$ cat config.mk
export PLATFORM = sky130hd
export DESIGN_NAME = utf16_to_utf8_transcoder
export DESIGN_NICKNAME = d
export VERILOG_FILES = /design/src/rtl/u16u8_pkg.sv /design/src/rtl/u16u8_front.sv /design/src/rtl/u16u8_queue.sv /design/src/rtl/u16u8_back.sv /design/src/rtl/utf16_to_utf8_transcoder.sv
export VERILOG_INCLUDE_DIRS = /design/src /design/src/rtl
export SDC_FILE = /design/constraint.sdc
export NUM_CORES = 1
export LEC_CHECK = 0
export BUFFER_PORTS_ARGS = -buffer_cell sky130_fd_sc_hd__buf_4
export CORE_MARGIN = 8
export CORE_UTILIZATION = 53
export DETAILED_ROUTE_END_ITERATION = 8
export HOLD_SLACK_MARGIN = 0.08
export PLACE_DENSITY = 0.75
export SLEW_MARGIN = 20
export SYNTH_ARGS = -nofsm -noshare
export SYNTH_HDL_FRONTEND = slang
export SYNTH_SLANG_ARGS = --single-unit
export TNS_END_PERCENT = 20
$ cat constraint.sdc
create_clock -name i_clk -period 3.1 [get_ports i_clk]
set_clock_uncertainty 0.15 [all_clocks]
set_input_delay 0 -clock i_clk [delete_from_list [all_inputs] [get_ports i_clk]]
set_output_delay 0 -clock i_clk [all_outputs]
set_load 0.05 [all_outputs]
$ cat src/rtl/utf16_to_utf8_transcoder_defines.svh
// ----------------------------------------------------------------------------
// utf16_to_utf8_transcoder assertion macros
// shared property wrappers for the transcoder rtl
// ----------------------------------------------------------------------------
`ifndef UTF16_TO_UTF8_TRANSCODER_DEFINES_SVH
`define UTF16_TO_UTF8_TRANSCODER_DEFINES_SVH

// condition holds on every clock outside reset
`define U16U8_ASSERT(label, clk, rst_n, prop) \
    label: assert property (@(posedge clk) disable iff (!rst_n) (prop)) \
        else $error("u16u8 assertion failed");

// consequent holds in the cycle after the antecedent
`define U16U8_ASSERT_NEXT(label, clk, rst_n, ante, cons) \
    label: assert property (@(posedge clk) disable iff (!rst_n) (ante) |=> (cons)) \
        else $error("u16u8 sequence assertion failed");

`endif

$ cat src/rtl/u16u8_pkg.sv
// ----------------------------------------------------------------------------
// u16u8_pkg
// types and constants shared by the utf-16 to utf-8 transcoder
// ----------------------------------------------------------------------------
package u16u8_pkg;

    // unit ranges
    localparam logic [15:0] ONE_BYTE_LIMIT = 16'h0080;
    localparam logic [15:0] TWO_BYTE_LIMIT = 16'h0800;
    localparam logic [15:0] SURR_LOW       = 16'hD800;
    localparam logic [15:0] SURR_HIGH      = 16'hDFFF;

    // lead and continuation markers
    localparam logic [7:0] LEAD2_MARK = 8'hC0;
    localparam logic [7:0] LEAD3_MARK = 8'hE0;
    localparam logic [7:0] CONT_MARK  = 8'h80;
    localparam logic [7:0] CONT_MASK  = 8'h3F;
    localparam logic [7:0] SUBST_BYTE = 8'h3F; // '?'

    // byte counts of a job
    localparam logic [1:0] CNT_ONE   = 2'd1;
    localparam logic [1:0] CNT_TWO   = 2'd2;
    localparam logic [1:0] CNT_THREE = 2'd3;

    // default depth of the job queue
    localparam int QUEUE_DEPTH = 2;

    // one classified unit, bytes in send order from index 0
    typedef struct packed {
        logic [2:0][7:0] bytes;
        logic [1:0]      count;
        logic            has_byte;
        logic            eot;
    } t_job;

endpackage

$ cat src/rtl/u16u8_front.sv
// ----------------------------------------------------------------------------
// u16u8_front
// accepts code units, tracks the stop state and builds byte jobs
// ----------------------------------------------------------------------------
`include "utf16_to_utf8_transcoder_defines.svh"

module u16u8_front
    import u16u8_pkg::*;
(
    input  logic        i_clk,
    input  logic        i_rst_n,
    input  logic        i_in_valid,
    output logic        o_in_ready,
    input  logic [15:0] i_code_unit,
    input  logic        i_last_unit,
    input  logic        i_q_full,
    output logic        o_push,
    output t_job        o_job
);

    logic r_stopped;
    logic n_stopped;
    logic accept;
    logic is_zero;
    logic [7:0] cont_lo;
    logic [7:0] cont_mid;

    assign o_in_ready = !i_q_full;
    assign accept     = i_in_valid && o_in_ready;
    assign is_zero    = (i_code_unit == '0);
    assign o_push     = accept && !r_stopped;

    // continuation bytes
    assign cont_lo  = CONT_MARK | ({2'b00, i_code_unit[5:0]} & CONT_MASK);
    assign cont_mid = CONT_MARK | ({2'b00, i_code_unit[11:6]} & CONT_MASK);

    // classify the unit
    always_comb begin
        o_job          = '0;
        o_job.has_byte = 1'b1;
        o_job.eot      = i_last_unit;
        priority if (is_zero) begin
            o_job.count    = CNT_ONE;
            o_job.has_byte = 1'b0;
            o_job.eot      = 1'b1;
        end else if (i_code_unit < ONE_BYTE_LIMIT) begin
            o_job.bytes[0] = i_code_unit[7:0];
            o_job.count    = CNT_ONE;
        end else if (i_code_unit < TWO_BYTE_LIMIT) begin
            o_job.bytes[0] = LEAD2_MARK | {3'b000, i_code_unit[10:6]};
            o_job.bytes[1] = cont_lo;
            o_job.count    = CNT_TWO;
        end else if (i_code_unit >= SURR_LOW && i_code_unit <= SURR_HIGH) begin
            o_job.bytes[0] = SUBST_BYTE;
            o_job.count    = CNT_ONE;
        end else begin
            o_job.bytes[0] = LEAD3_MARK | {4'b0000, i_code_unit[15:12]};
            o_job.bytes[1] = cont_mid;
            o_job.bytes[2] = cont_lo;
            o_job.count    = CNT_THREE;
        end
    end

    // stop state: set by a zero unit inside the field, cleared by the field end
    always_comb begin
        n_stopped = r_stopped;
        if (accept) begin
            if (r_stopped) begin
                n_stopped = !i_last_unit;
            end else if (is_zero && !i_last_unit) begin
                n_stopped = 1'b1;
            end
        end
    end

    always_ff @(posedge i_clk) begin
        if (!i_rst_n) begin
            r_stopped <= 1'b0;
        end else begin
            r_stopped <= n_stopped;
        end
    end

    // a zero unit inside the field stops the text
    `U16U8_ASSERT_NEXT(a_zero_stops, i_clk, i_rst_n, o_push && is_zero && !i_last_unit, r_stopped)

endmodule

$ cat src/rtl/u16u8_queue.sv
// ----------------------------------------------------------------------------
// u16u8_queue
// short job queue between the front and the back
// ----------------------------------------------------------------------------
`include "utf16_to_utf8_transcoder_defines.svh"

module u16u8_queue
    import u16u8_pkg::*;
#(
    parameter int DEPTH = QUEUE_DEPTH
) (
    input  logic i_clk,
    input  logic i_rst_n,
    input  logic i_push,
    input  t_job i_job,
    output logic o_full,
    input  logic i_pop,
    output t_job o_job,
    output logic o_nonempty
);

    localparam int AW = (DEPTH > 1) ? $clog2(DEPTH) : 1;
    localparam int CW = $clog2(DEPTH + 1);

    t_job          r_mem [DEPTH];
    logic [AW-1:0] r_wr;
    logic [AW-1:0] r_rd;
    logic [CW-1:0] r_cnt;
    logic [AW-1:0] n_wr;
    logic [AW-1:0] n_rd;
    logic [CW-1:0] n_cnt;

    assign o_full     = (r_cnt == CW'(DEPTH));
    assign o_nonempty = (r_cnt != '0);
    assign o_job      = r_mem[r_rd];

    // pointer wrap
    assign n_wr = (r_wr == AW'(DEPTH - 1)) ? '0 : r_wr + AW'(1);
    assign n_rd = (r_rd == AW'(DEPTH - 1)) ? '0 : r_rd + AW'(1);

    // fill level
    always_comb begin
        unique case ({i_push, i_pop})
            2'b10:   n_cnt = r_cnt + CW'(1);
            2'b01:   n_cnt = r_cnt - CW'(1);
            default: n_cnt = r_cnt;
        endcase
    end

    // entry storage
    always_ff @(posedge i_clk) begin
        if (i_push) begin
            r_mem[r_wr] <= i_job;
        end
    end

    always_ff @(posedge i_clk) begin
        if (!i_rst_n) begin
            r_wr  <= '0;
            r_rd  <= '0;
            r_cnt <= '0;
        end else begin
            if (i_push) begin
                r_wr <= n_wr;
            end
            if (i_pop) begin
                r_rd <= n_rd;
            end
            r_cnt <= n_cnt;
        end
    end

    `U16U8_ASSERT(a_no_overflow, i_clk, i_rst_n, !(i_push && o_full))
    `U16U8_ASSERT(a_no_underflow, i_clk, i_rst_n, !(i_pop && !o_nonempty))

endmodule

$ cat src/rtl/u16u8_back.sv
// ----------------------------------------------------------------------------
// u16u8_back
// serializes queued jobs onto the byte-wide result channel
// ----------------------------------------------------------------------------
`include "utf16_to_utf8_transcoder_defines.svh"

module u16u8_back
    import u16u8_pkg::*;
(
    input  logic       i_clk,
    input  logic       i_rst_n,
    input  logic       i_q_nonempty,
    input  t_job       i_job,
    output logic       o_pop,
    output logic       o_out_valid,
    input  logic       i_out_ready,
    output logic [7:0] o_out_byte,
    output logic       o_byte_valid,
    output logic       o_last_of_run,
    output logic       o_end_of_text
);

    logic       r_busy;
    logic [1:0] r_idx;
    t_job       r_job;
    logic       n_busy;
    logic [1:0] n_idx;
    logic       is_last;
    logic       take;

    assign is_last = (r_idx == r_job.count - 2'd1);
    assign take    = r_busy && i_out_ready;
    assign o_pop   = i_q_nonempty && (!r_busy || (take && is_last));

    // result fields from the held job
    assign o_out_valid   = r_busy;
    assign o_out_byte    = r_job.bytes[r_idx];
    assign o_byte_valid  = r_job.has_byte;
    assign o_last_of_run = is_last;
    assign o_end_of_text = is_last && r_job.eot;

    // byte index and busy flag
    always_comb begin
        n_busy = r_busy;
        n_idx  = r_idx;
        if (o_pop) begin
            n_busy = 1'b1;
            n_idx  = '0;
        end else if (take) begin
            if (is_last) begin
                n_busy = 1'b0;
                n_idx  = '0;
            end else begin
                n_idx = r_idx + 2'd1;
            end
        end
    end

    always_ff @(posedge i_clk) begin
        if (o_pop) begin
            r_job <= i_job;
        end
    end

    always_ff @(posedge i_clk) begin
        if (!i_rst_n) begin
            r_busy <= 1'b0;
            r_idx  <= '0;
        end else begin
            r_busy <= n_busy;
            r_idx  <= n_idx;
        end
    end

    `U16U8_ASSERT(a_idx_in_job, i_clk, i_rst_n, !r_busy || (r_idx < r_job.count))
    `U16U8_ASSERT_NEXT(a_run_continues, i_clk, i_rst_n, take && !is_last, r_busy && (r_idx != '0))

endmodule

$ cat src/rtl/utf16_to_utf8_transcoder.sv
// ----------------------------------------------------------------------------
// utf16_to_utf8_transcoder
// big-endian utf-16 code units in, utf-8 bytes out (basic plane only)
// ----------------------------------------------------------------------------
// One code unit is taken per word on the input channel and turned into one,
// two or three utf-8 bytes, a '?' for a surrogate half, or a single end marker
// (byte_valid low) for a zero unit; after a zero unit the following units are
// dropped up to and including the one flagged as the last of the field.
// Results leave one per cycle while the output is ready, on a single byte
// lane; a unit yields 1 to 3 results: 3 for units from 0x800 up other than
// surrogate halves, 1 for a surrogate half or a zero unit; dropped units yield
// none. The front accepts one unit per cycle while the job queue (QDEPTH
// entries) has room, so the sustained rate is set by the byte serializer in
// the back. When the back is idle, an accepted unit is written to the queue,
// then popped into the back's held job, from which its first result is sent.
// No clearing pass after reset; the input is ready once reset is released.
// ----------------------------------------------------------------------------
module utf16_to_utf8_transcoder
    import u16u8_pkg::*;
#(
    parameter int QDEPTH = QUEUE_DEPTH
) (
    input  logic        i_clk,
    input  logic        i_rst_n,
    input  logic        i_in_valid,
    output logic        o_in_ready,
    input  logic [15:0] i_code_unit,
    input  logic        i_last_unit,
    output logic        o_out_valid,
    input  logic        i_out_ready,
    output logic [7:0]  o_out_byte,
    output logic        o_byte_valid,
    output logic        o_last_of_run,
    output logic        o_end_of_text
);

    logic q_full;
    logic q_nonempty;
    logic push;
    logic pop;
    t_job push_job;
    t_job pop_job;

    // classify and filter
    u16u8_front u_front (
        .i_clk       (i_clk),
        .i_rst_n     (i_rst_n),
        .i_in_valid  (i_in_valid),
        .o_in_ready  (o_in_ready),
        .i_code_unit (i_code_unit),
        .i_last_unit (i_last_unit),
        .i_q_full    (q_full),
        .o_push      (push),
        .o_job       (push_job)
    );

    // decoupling queue
    u16u8_queue #(
        .DEPTH (QDEPTH)
    ) u_queue (
        .i_clk      (i_clk),
        .i_rst_n    (i_rst_n),
        .i_push     (push),
        .i_job      (push_job),
        .o_full     (q_full),
        .i_pop      (pop),
        .o_job      (pop_job),
        .o_nonempty (q_nonempty)
    );

    // byte serializer
    u16u8_back u_back (
        .i_clk         (i_clk),
        .i_rst_n       (i_rst_n),
        .i_q_nonempty  (q_nonempty),
        .i_job         (pop_job),
        .o_pop         (pop),
        .o_out_valid   (o_out_valid),
        .i_out_ready   (i_out_ready),
        .o_out_byte    (o_out_byte),
        .o_byte_valid  (o_byte_valid),
        .o_last_of_run (o_last_of_run),
        .o_end_of_text (o_end_of_text)
    );

endmodule
==> flow_summary_export.csv, run 1 <==
group,metric,value,unit
status,outcome,"completed",
finish,final_nets,324,
logic_synthesis,syn-num-nets,252,
power_and_ir_drop,report.power.total,3365,uW
floorplan,die_x,97.51,um
detailed_routing,drtAntennaViolNets,0,
logic_synthesis,synth_top_area_cell,"edfxtp_1",
cts,clk_pin_slew,90,ps
logic_synthesis,synth_top_area_frac,0.6397,
finish,ff_latch_area,2412,um2
finish,final_layout_size_suffix_gt1_frac,0.3029,
detailed_routing,drtIter0Drc,110,
finish,final.fill_count,445,
global_route,grt_pass1_vias,2282,
logic_synthesis,synth.distinct_cells,45,
worst_hold_path,hold_depth,1,
worst_setup_path,critPathMaxFanout,29,
logic_synthesis,synth_edf_count,75,
cts,cts_buffers,9,
global_route,antenna_found_initial,0,
sta,fin_tns_setup,0,ps
worst_setup_path,crit_arrival,2670,ps
power_and_ir_drop,p_leak,0.001481,uW
cts,numClockSinks,83,
logic_synthesis,synth_ff_type,"edfxtp_1",
logic_synthesis,ys_seq_area_frac,0.6851,
floorplan,start_util,0.5513,
floorplan,core_area,6386,um2
worst_hold_path,min-delay-path-class,"flop to flop",
finish,multi_input_area,1070,um2
cts,root_buffer,"clkbuf_8",
detailed_routing,first_pass_iters,4,
global_route,grt-ovfl-total,0,
cts,clk_latency,340,ps
detailed_routing,vias_per_cell,5.578,
worst_setup_path,reg2regPathDepth,6,
worst_setup_path,endpoint_kind,"flop",
floorplan,dieArea,9507,um2
worst_setup_path,crit_type,"flop to flop",
power_and_ir_drop,power.density,768.8,nW/um2
sta,drv_slew,0,
detailed_routing,vias,2142,
logic_synthesis,syn_inst,230,
sta,timing.final.crit_share,0.8335,
floorplan,fp.dieH,97.51,um
sta,fin_crit,2584,ps
sta,max_freq,387.0,MHz
cts,h-tree-depth,3,
sta,slew_headroom,0.6388,
logic_synthesis,yosysMostFrequentCell,"edfxtp_1",
detailed_routing,routed_wl,7.025,mm
worst_setup_path,start_kind,"flop",
logic_synthesis,ys_seq_elements,83,
floorplan,rows,29,
sta,tightest_slew,537.8,ps
logic_synthesis,postSynth.asyncResetShare,0,
flow_run,maxCapViolations,0,
logic_synthesis,synth_commonest_cells,"edfxtp_1 (75), mux2_2 (25), nand2_1 (14)",
global_route,grt_max_degree,30,
place,dp_hpwl,4.412,mm
power_and_ir_drop,peakVddDrop,522.3,uV
cts,cts_tree,"done",
sta,hold_viol_final,0,
finish,area_delta_synth_final,24.31,%
cts,clockBufferDepth,2,
global_route,grt_first_pass_wirelength,11.61,mm
sta,rsz0062_at_grt,"false",
finish,antenna_cells,0,
floorplan,io_pins,34,
detailed_routing,drc,0,
worst_setup_path,crit_required,3190,ps
global_route,grtUsageTotal,0.1536,
logic_synthesis,postSynthAreaPerCell,15.31,um2
sta,setup_viol,0,
logic_synthesis,netlist_area,3521,um2
detailed_routing,avgRoutedWirePerCell,18.29,um
logic_synthesis,ys_warn_count,0,
logic_synthesis,synth_area_leaders,"edfxtp_1 (64%), mux2_2 (8.0%), dfxtp_1 (4.5%)",
place,place.gp.congestion,0.7374,
place,numPortBuffers,33,
## where the power goes
part | switching (uW) | internal [uW] | leakage (uW) | total, uW
registers | 80.2 | 1530 | 0.000724 | 1610
logic | 631 | 360 | 0.000660 | 990
clock network | 386 | 378 | 0.0000979 | 763
total | 1100 | 2270 | 0.00148 | 3360
## critical path: stages, from the launching register on
cell and delay [ps]:
dfxtp_1 310, buf_4 350, nor4_1 120, a311oi_1 260, dlygate4sd3_1 580, o311ai_0 120, dlygate4sd3_1 580
## cell usage in the layout, fill, tap and decap left out, types with 6 or more instances in the layout
master,instances
edfxtp_1,75
buf_4,39
dlygate4sd3_1,29
mux2_2,25
nand2_1,14
o21ai_0,10
mux2i_1,9
clkbuf_8,9
a21oi_1,8
dfxtp_1,8
and2_1,7
nor2_1,6
## final timing paths
check,from,end,slack [ps]
setup / recovery,u_queue.r_rd$_SDFFE_PN0P_,u_queue.r_rd$_SDFFE_PN0P_,520
hold reg to reg,u_queue.r_mem[0][25]$_DFFE_PP_,u_back.r_job[25]$_DFFE_PP_,400
hold / removal,u_queue.r_mem[0][25]$_DFFE_PP_,u_back.r_job[25]$_DFFE_PP_,400
setup reg to reg,u_queue.r_rd$_SDFFE_PN0P_,u_queue.r_rd$_SDFFE_PN0P_,520
## repair_timing
action | CTS | global route
hold buffers | 29 | 0
gates resized for setup | 0 | 0
buffers inserted | 0 | 0
hold endpoints to repair | 54 | 0
## per-layer routing
layer	part of all wire	global-route usage
met1	0.41	0.1703
met2	0.53	0.2711
met3	0.042	0.03627
met4	0.014	0.06993
met5	0	0
## sequential cells by signal (all words and copies together), names as in the netlist
signal	flops
u_queue.r_rd	1
u_back.r_idx	2
u_queue.r_cnt	2
u_back.o_out_valid	1
u_queue.r_mem	50
u_front.r_stopped	1
u_back.r_job	24
u_back.o_byte_valid	1
u_queue.r_wr	1
## final cells by class
| cell class | count | area share |
|---|---|---|
| flip-flops and latches | 83 | 0.5512 |
| repair buffers | 68 | 0.1332 |
| multi-input cells | 136 | 0.2444 |
| clock inverters | 7 | 0.01744 |
| clock buffers | 9 | 0.02830 |
| well taps | 77 | 0.02201 |
| inverters | 4 | 0.003431 |
## cells by family after synthesis
| logic type | share of synthesized area |
|---|---|
| muxes | 0.1055 |
| buffers and inverters | 0.01243 |
| AOI/OAI and AO/OA | 0.07392 |
| DFF | 0.6851 |
| adders and majority gates | 0.003553 |
| and+or+nand+nor | 0.1095 |
| xor gates and xnor gates | 0.009952 |
## through the flow
step | util | setup slack (ps) | instances | instance area, um2 | hold WS (ps)
after detailed placement | 0.6085 | 658.6 | 339 | 3886 | 69.64
final | 0.6853 | 516.1 | 384 | 4377 | 401.0
after floorplan | - | 15.53 | 230 | 3521 | -51.60
after global placement | 0.6085 | 750.6 | 339 | 3886 | 65.70
after global routing | 0.6853 | 366.3 | 384 | 4377 | 408.8
after CTS | 0.6853 | 554.7 | 384 | 4377 | 352.4
No activity file was read; power rests on OpenSTA's default activity.
==> run 2, diff against run 1 <==
Settings changed: CORE_UTILIZATION 53 to 58, PLACE_DENSITY 0.75 to 0.78.
Clock period 3.1 ns to 2.43 ns, I/O delays scaled along.
==> run 2 against run 1 <==
Compared with the run above: routed wire length rose by 3.2%; first-iteration DRC count rose by 34%; combinational power rose by 28%; sequential share of layout area fell by 0.73 points.
==> flow_summary_export.csv, run 2 (synthesis gave the netlist of run 1 again) <==
group,metric,value,unit
status,outcome,"completed",
place,place.gp.congestion,0.8034,
cts,cts_tree,"done",
detailed_routing,vias,2222,
cts,h-tree-depth,3,
sta,hold_viol_final,0,
finish,top_regs,"u_queue.r_mem (50), u_back.r_job (24)",
worst_setup_path,crit_type,"primary input to flop",
detailed_routing,drtIter0Drc,147,
global_route,grt_pass1_vias,2378,
sta,fin_crit,2348,ps
finish,antenna_cells,0,
floorplan,start_util,0.5982,
floorplan,die_x,93.92,um
worst_hold_path,worstHoldStart,"i_code_unit[10]",
finish,final_common_cell,"edfxtp_1",
power_and_ir_drop,power.density,990.4,nW/um2
floorplan,rows,28,
finish,ff_latch_area,2412,um2
worst_setup_path,rr_startpoint,"u_back.r_job[2]$_DFFE_PP_",
detailed_routing,routed_wl,7.247,mm
cts,cts_buffers,9,
worst_setup_path,critPathLaunch,"i_code_unit[12]",
finish,area_delta_synth_final,25.98,%
detailed_routing,avgRoutedWirePerCell,18.77,um
power_and_ir_drop,p_leak,0.001498,uW
floorplan,dieArea,8820,um2
finish,multi_input_area,1079,um2
worst_setup_path,slowest_delay,570,ps
cts,clk_latency,350,ps
worst_setup_path,crit_arrival,2300,ps
worst_setup_path,start_kind,"primary input",
sta,setup_viol,0,
sta,drv_slew,0,
finish,final_layout_size_suffix_gt1_frac,0.3087,
cts,clk_pin_slew,80,ps
sta,rsz0062_at_grt,"false",
sta,slew_headroom,0.5706,
finish,layout_common_cells,"edfxtp_1 (75), buf_4 (41), dlygate4sd3_1 (31), mux2_2 (25), nand2_1 (14)",
worst_setup_path,endpoint_kind,"flop",
detailed_routing,drtAntennaViolNets,0,
cts,numClockSinks,83,
global_route,grt_max_degree,30,
place,numPortBuffers,33,
power_and_ir_drop,peakVddDrop,565.4,uV
detailed_routing,first_pass_iters,5,
sta,fin_tns_setup,0,ps
flow_run,maxCapViolations,0,
finish,final.fill_count,377,
floorplan,fp.dieH,93.92,um
worst_setup_path,reg2regPathDepth,6,
floorplan,io_pins,34,
finish,largest_reg_flops,50,
sta,tightest_slew,642.8,ps
sta,max_freq,425.8,MHz
global_route,antenna_found_initial,0,
place,postPlaceCellArea,3908,um2
worst_setup_path,cp_slowest_cell,"dlygate4sd3_1",
worst_setup_path,critPathMaxFanout,14,
floorplan,core_area,5886,um2
finish,final_nets,328,
detailed_routing,vias_per_cell,5.756,
worst_hold_path,min-delay-path-class,"primary input to flop",
cts,root_buffer,"clkbuf_8",
finish,design_area,4436,um2
power_and_ir_drop,report.power.total,4393,uW
global_route,grtUsageTotal,0.1726,
worst_setup_path,crit_chain,"dlygate4sd3_1 > buf_4 > nor4_4 > nor2_1 > or2_2 > a22o_1 > dlygate4sd3_1",
worst_hold_path,hold_depth,4,
detailed_routing,drc,0,
global_route,grt_first_pass_wirelength,11.51,mm
finish,regMostFlops,"u_queue.r_mem",
worst_setup_path,cpMostUsedCell,"dlygate4sd3_1",
global_route,grt-ovfl-total,0,
worst_setup_path,crit_required,2380,ps
cts,clockBufferDepth,2,
sta,timing.final.crit_share,0.9664,
place,dp_hpwl,4.508,mm
## run 2: where the power goes
part,internal (uW),switching (uW)
logic,465,805
registers,1950,106
clock network,580,483
total,3000,1390
## run 2: layout make-up
type                    instances  area share
clock buffers                  10     0.02877
clock inverters                 6     0.02031
inverters                       4    0.003385
multi-input cells             136      0.2432
flip-flops and latches         83      0.5439
well taps                      75     0.02116
repair buffers                 72      0.1394
## run 2: worst paths after layout
check,to,slack (ps)
setup reg to reg,u_queue.r_cnt[1]$_SDFFE_PN0P_,110
hold reg to reg,u_back.r_job[27]$_DFFE_PP_,400
setup / recovery,u_queue.r_mem[1][14]$_DFFE_PP_,80
hold / removal,u_queue.r_mem[1][11]$_DFFE_PP_,90
## run 2: timing repair
action,in CTS,in global routing
hold buffers,31,0
setup endpoints to repair,0,4
endpoints found under the hold margin,54,0
setup buffers,0,0
gates resized for setup,0,1
## run 2: metal layers
metal | routed length, um | track usage
met1 | 2871 | 0.1906
met2 | 3757 | 0.2981
met3 | 486 | 0.03997
met4 | 132 | 0.09908
met5 | 0 | 0
## run 2: stage by stage
step	utilization	hold WS [ps]	cells	worst slack, ps
2_1_floorplan	-	-51.60	230	-367.9
3_3_place_gp	0.6639	64.95	339	231.4
3_5_place_dp	0.6639	72.48	339	147.6
4_1_cts	0.7536	82.13	386	48.81
5_1_grt	0.7536	94.58	386	16.82
6_report	0.7536	87.62	386	81.64
## run 2: critical path: cells and delay by family
family / cells / cell delay, ps
simple gates: 3 / 820
compound gates: 1 / 220
buf+inv: 3 / 1260
==> run 3, diff against run 2 <==
Settings changed: MAX_ROUTING_LAYER set to met4.
==> run 3 against run 2 <==
Compared with the run above: flip-flop and latch count unchanged; first-iteration DRC count up 18%; final area unchanged; routed wire length down 0.77%; fmax down 0.39%; power about the same; register-to-register slack about the same.
==> flow_summary_export.csv, run 3 (synthesis gave the netlist of run 1 again) <==
group,metric,value,unit
worst_setup_path,crit_type,"primary input to flop",
global_route,grt_first_pass_wirelength,11.51,mm
place,dp_slack,147.6,ps
power_and_ir_drop,switchingPower,1395,uW
cts,postCtsSetupBuffers,0,
floorplan,rows,28,
detailed_routing,vias,2280,
worst_setup_path,crit_chain,"dlygate4sd3_1 > buf_4 > nor4_4 > nor2_1 > or2_2 > a22o_1 > dlygate4sd3_1",
sta,hold_ws,95.82,ps
cts,cts_tree,"done",
finish,area_delta_synth_final,25.98,%
power_and_ir_drop,pwr-share-seq,0.469,
floorplan,fp.dieH,93.92,um
worst_setup_path,cp_slowest_cell,"dlygate4sd3_1",
detailed_routing,drc,0,
worst_setup_path,critPathMaxFanout,14,
place,dp_hpwl,4.508,mm
finish,layout_common_cells,"edfxtp_1 (75), buf_4 (41), dlygate4sd3_1 (31), mux2_2 (25), nand2_1 (14)",
worst_setup_path,critPathTopFamily,"buffers and inverters",
worst_setup_path,cp_num_buf_inv,3,
sta,timing.final.crit_share,0.9702,
sta,drv_slew,0,
worst_setup_path,slowest_delay,570,ps
global_route,antenna_found_initial,0,
global_route,grtUsageTotal,0.1775,
sta,tightest_slew,603.7,ps
flow_run,maxCapViolations,0,
floorplan,io_pins,34,
power_and_ir_drop,power.density,990.6,nW/um2
finish,final_layout_size_suffix_gt1_frac,0.3087,
power_and_ir_drop,p_leak,0.001498,uW
sta,fin_crit,2358,ps
cts,numClockSinks,83,
cts,clk_latency,340,ps
floorplan,die_x,93.92,um
status,outcome,"completed",
cts,root_buffer,"clkbuf_8",
place,dpl.cell_count,339,
worst_hold_path,min-delay-path-class,"primary input to flop",
floorplan,start_util,0.5982,
finish,antenna_cells,0,
cts,h-tree-depth,3,
sta,setup_ws,72.36,ps
finish,final_common_cell,"edfxtp_1",
worst_setup_path,endpoint_kind,"flop",
sta,setup_viol,0,
power_and_ir_drop,netSwitchingFraction,0.3175,
cts,clk_pin_slew,80,ps
sta,hold_viol_final,0,
worst_setup_path,crit_required,2380,ps
detailed_routing,first_pass_iters,4,
detailed_routing,drtIter0Drc,174,
cts,clockBufferDepth,2,
finish,largest_reg_flops,50,
global_route,grt-ovfl-total,0,
sta,rsz0062_at_grt,"false",
floorplan,core_area,5886,um2
detailed_routing,routed_wl,7.191,mm
finish,final_cells,386,
place,place.gp.congestion,0.8150,
detailed_routing,vias_per_cell,5.907,
global_route,grt_max_degree,30,
power_and_ir_drop,clockPowerShare,0.241,
worst_setup_path,crit_arrival,2300,ps
power_and_ir_drop,report.power.total,4394,uW
sta,slew_headroom,0.5967,
sta,max_freq,424.2,MHz
power_and_ir_drop,peakVddDrop,566.2,uV
place,numPortBuffers,33,
global_route,grt_pass1_vias,2377,
detailed_routing,drtAntennaViolNets,0,
finish,regMostFlops,"u_queue.r_mem",
detailed_routing,avgRoutedWirePerCell,18.63,um
cts,cts_buffers,9,
floorplan,dieArea,8820,um2
power_and_ir_drop,p_comb_frac,0.290,
worst_setup_path,cpMostUsedCell,"dlygate4sd3_1",
finish,top_regs,"u_queue.r_mem (50), u_back.r_job (24)",
power_and_ir_drop,internal_power,2999,uW
finish,final_nets,328,
worst_setup_path,start_kind,"primary input",
## run 3: cell counts in the layout (fill, tap and decap cells not counted)
No cell type changed its count.
## run 3: stage by stage
stage,setup TNS (ps),instance area [um2],utilization
global route,0,4436,0.7536
CTS,0,4436,0.7536
detailed placement,0,3908,0.6639
finish,0,4436,0.7536
global placement,0,3908,0.6639
floorplan,-18710,3530,-
## run 3: repair_timing
action | 4_1_cts | 5_1_grt
hold buffers | 31 | 0
gates resized for setup | 0 | 1
endpoints found under the setup margin | 0 | 4
hold endpoints to repair | 54 | 0
## run 3: per-layer routing
layer	share of wire	GRT usage	vias up
met1	0.41	0.1946	1125
met4	0.030	0.09908	0
met2	0.51	0.2975	89
li1	-	-	1042
met5	0	-	-
met3	0.047	0.03357	24
## run 3: cell type report
class / instances / area (um2)
flip-flops and latches: 83 / 2412
clock buffers: 10 / 127.6
inverters: 4 / 15.01
well taps: 75 / 93.84
multi-input cells: 136 / 1079
repair buffers: 72 / 618.1
fillers: 377 / 1450
clock inverters: 6 / 90.09
## run 3: power by group through the flow
stage	Sequential, uW	Clock, uW	Combinational, uW
after floorplan	2090	0	835
after global placement	2080	0	1210
after detailed placement	2090	0	1230
after CTS	2060	1070	1280
after global routing	2080	1120	1360
final	2060	1060	1270
## run 3: worst paths after layout
| check | from | end | slack, ps | cells past startpoint |
|---|---|---|---|---|
| hold reg to reg | u_queue.r_mem[0][8]$_DFFE_PP_ | u_back.r_job[8]$_DFFE_PP_ | 400 | 1 |
| hold / removal | i_code_unit[10] | u_queue.r_mem[1][11]$_DFFE_PP_ | 100 | 4 |
| setup reg to reg | u_back.r_job[2]$_DFFE_PP_ | u_queue.r_cnt[1]$_SDFFE_PN0P_ | 120 | 6 |
| setup / recovery | i_code_unit[12] | u_queue.r_mem[1][14]$_DFFE_PP_ | 70 | 7 |
## run 3: worst reg2reg max path, cell delays in order (launching register included)
cell      delay [ps]
edfxtp_1         480
nand2b_1         200
or3b_1           410
a31oi_4          190
ha_1             280
or3_1            370
a21oi_1          160
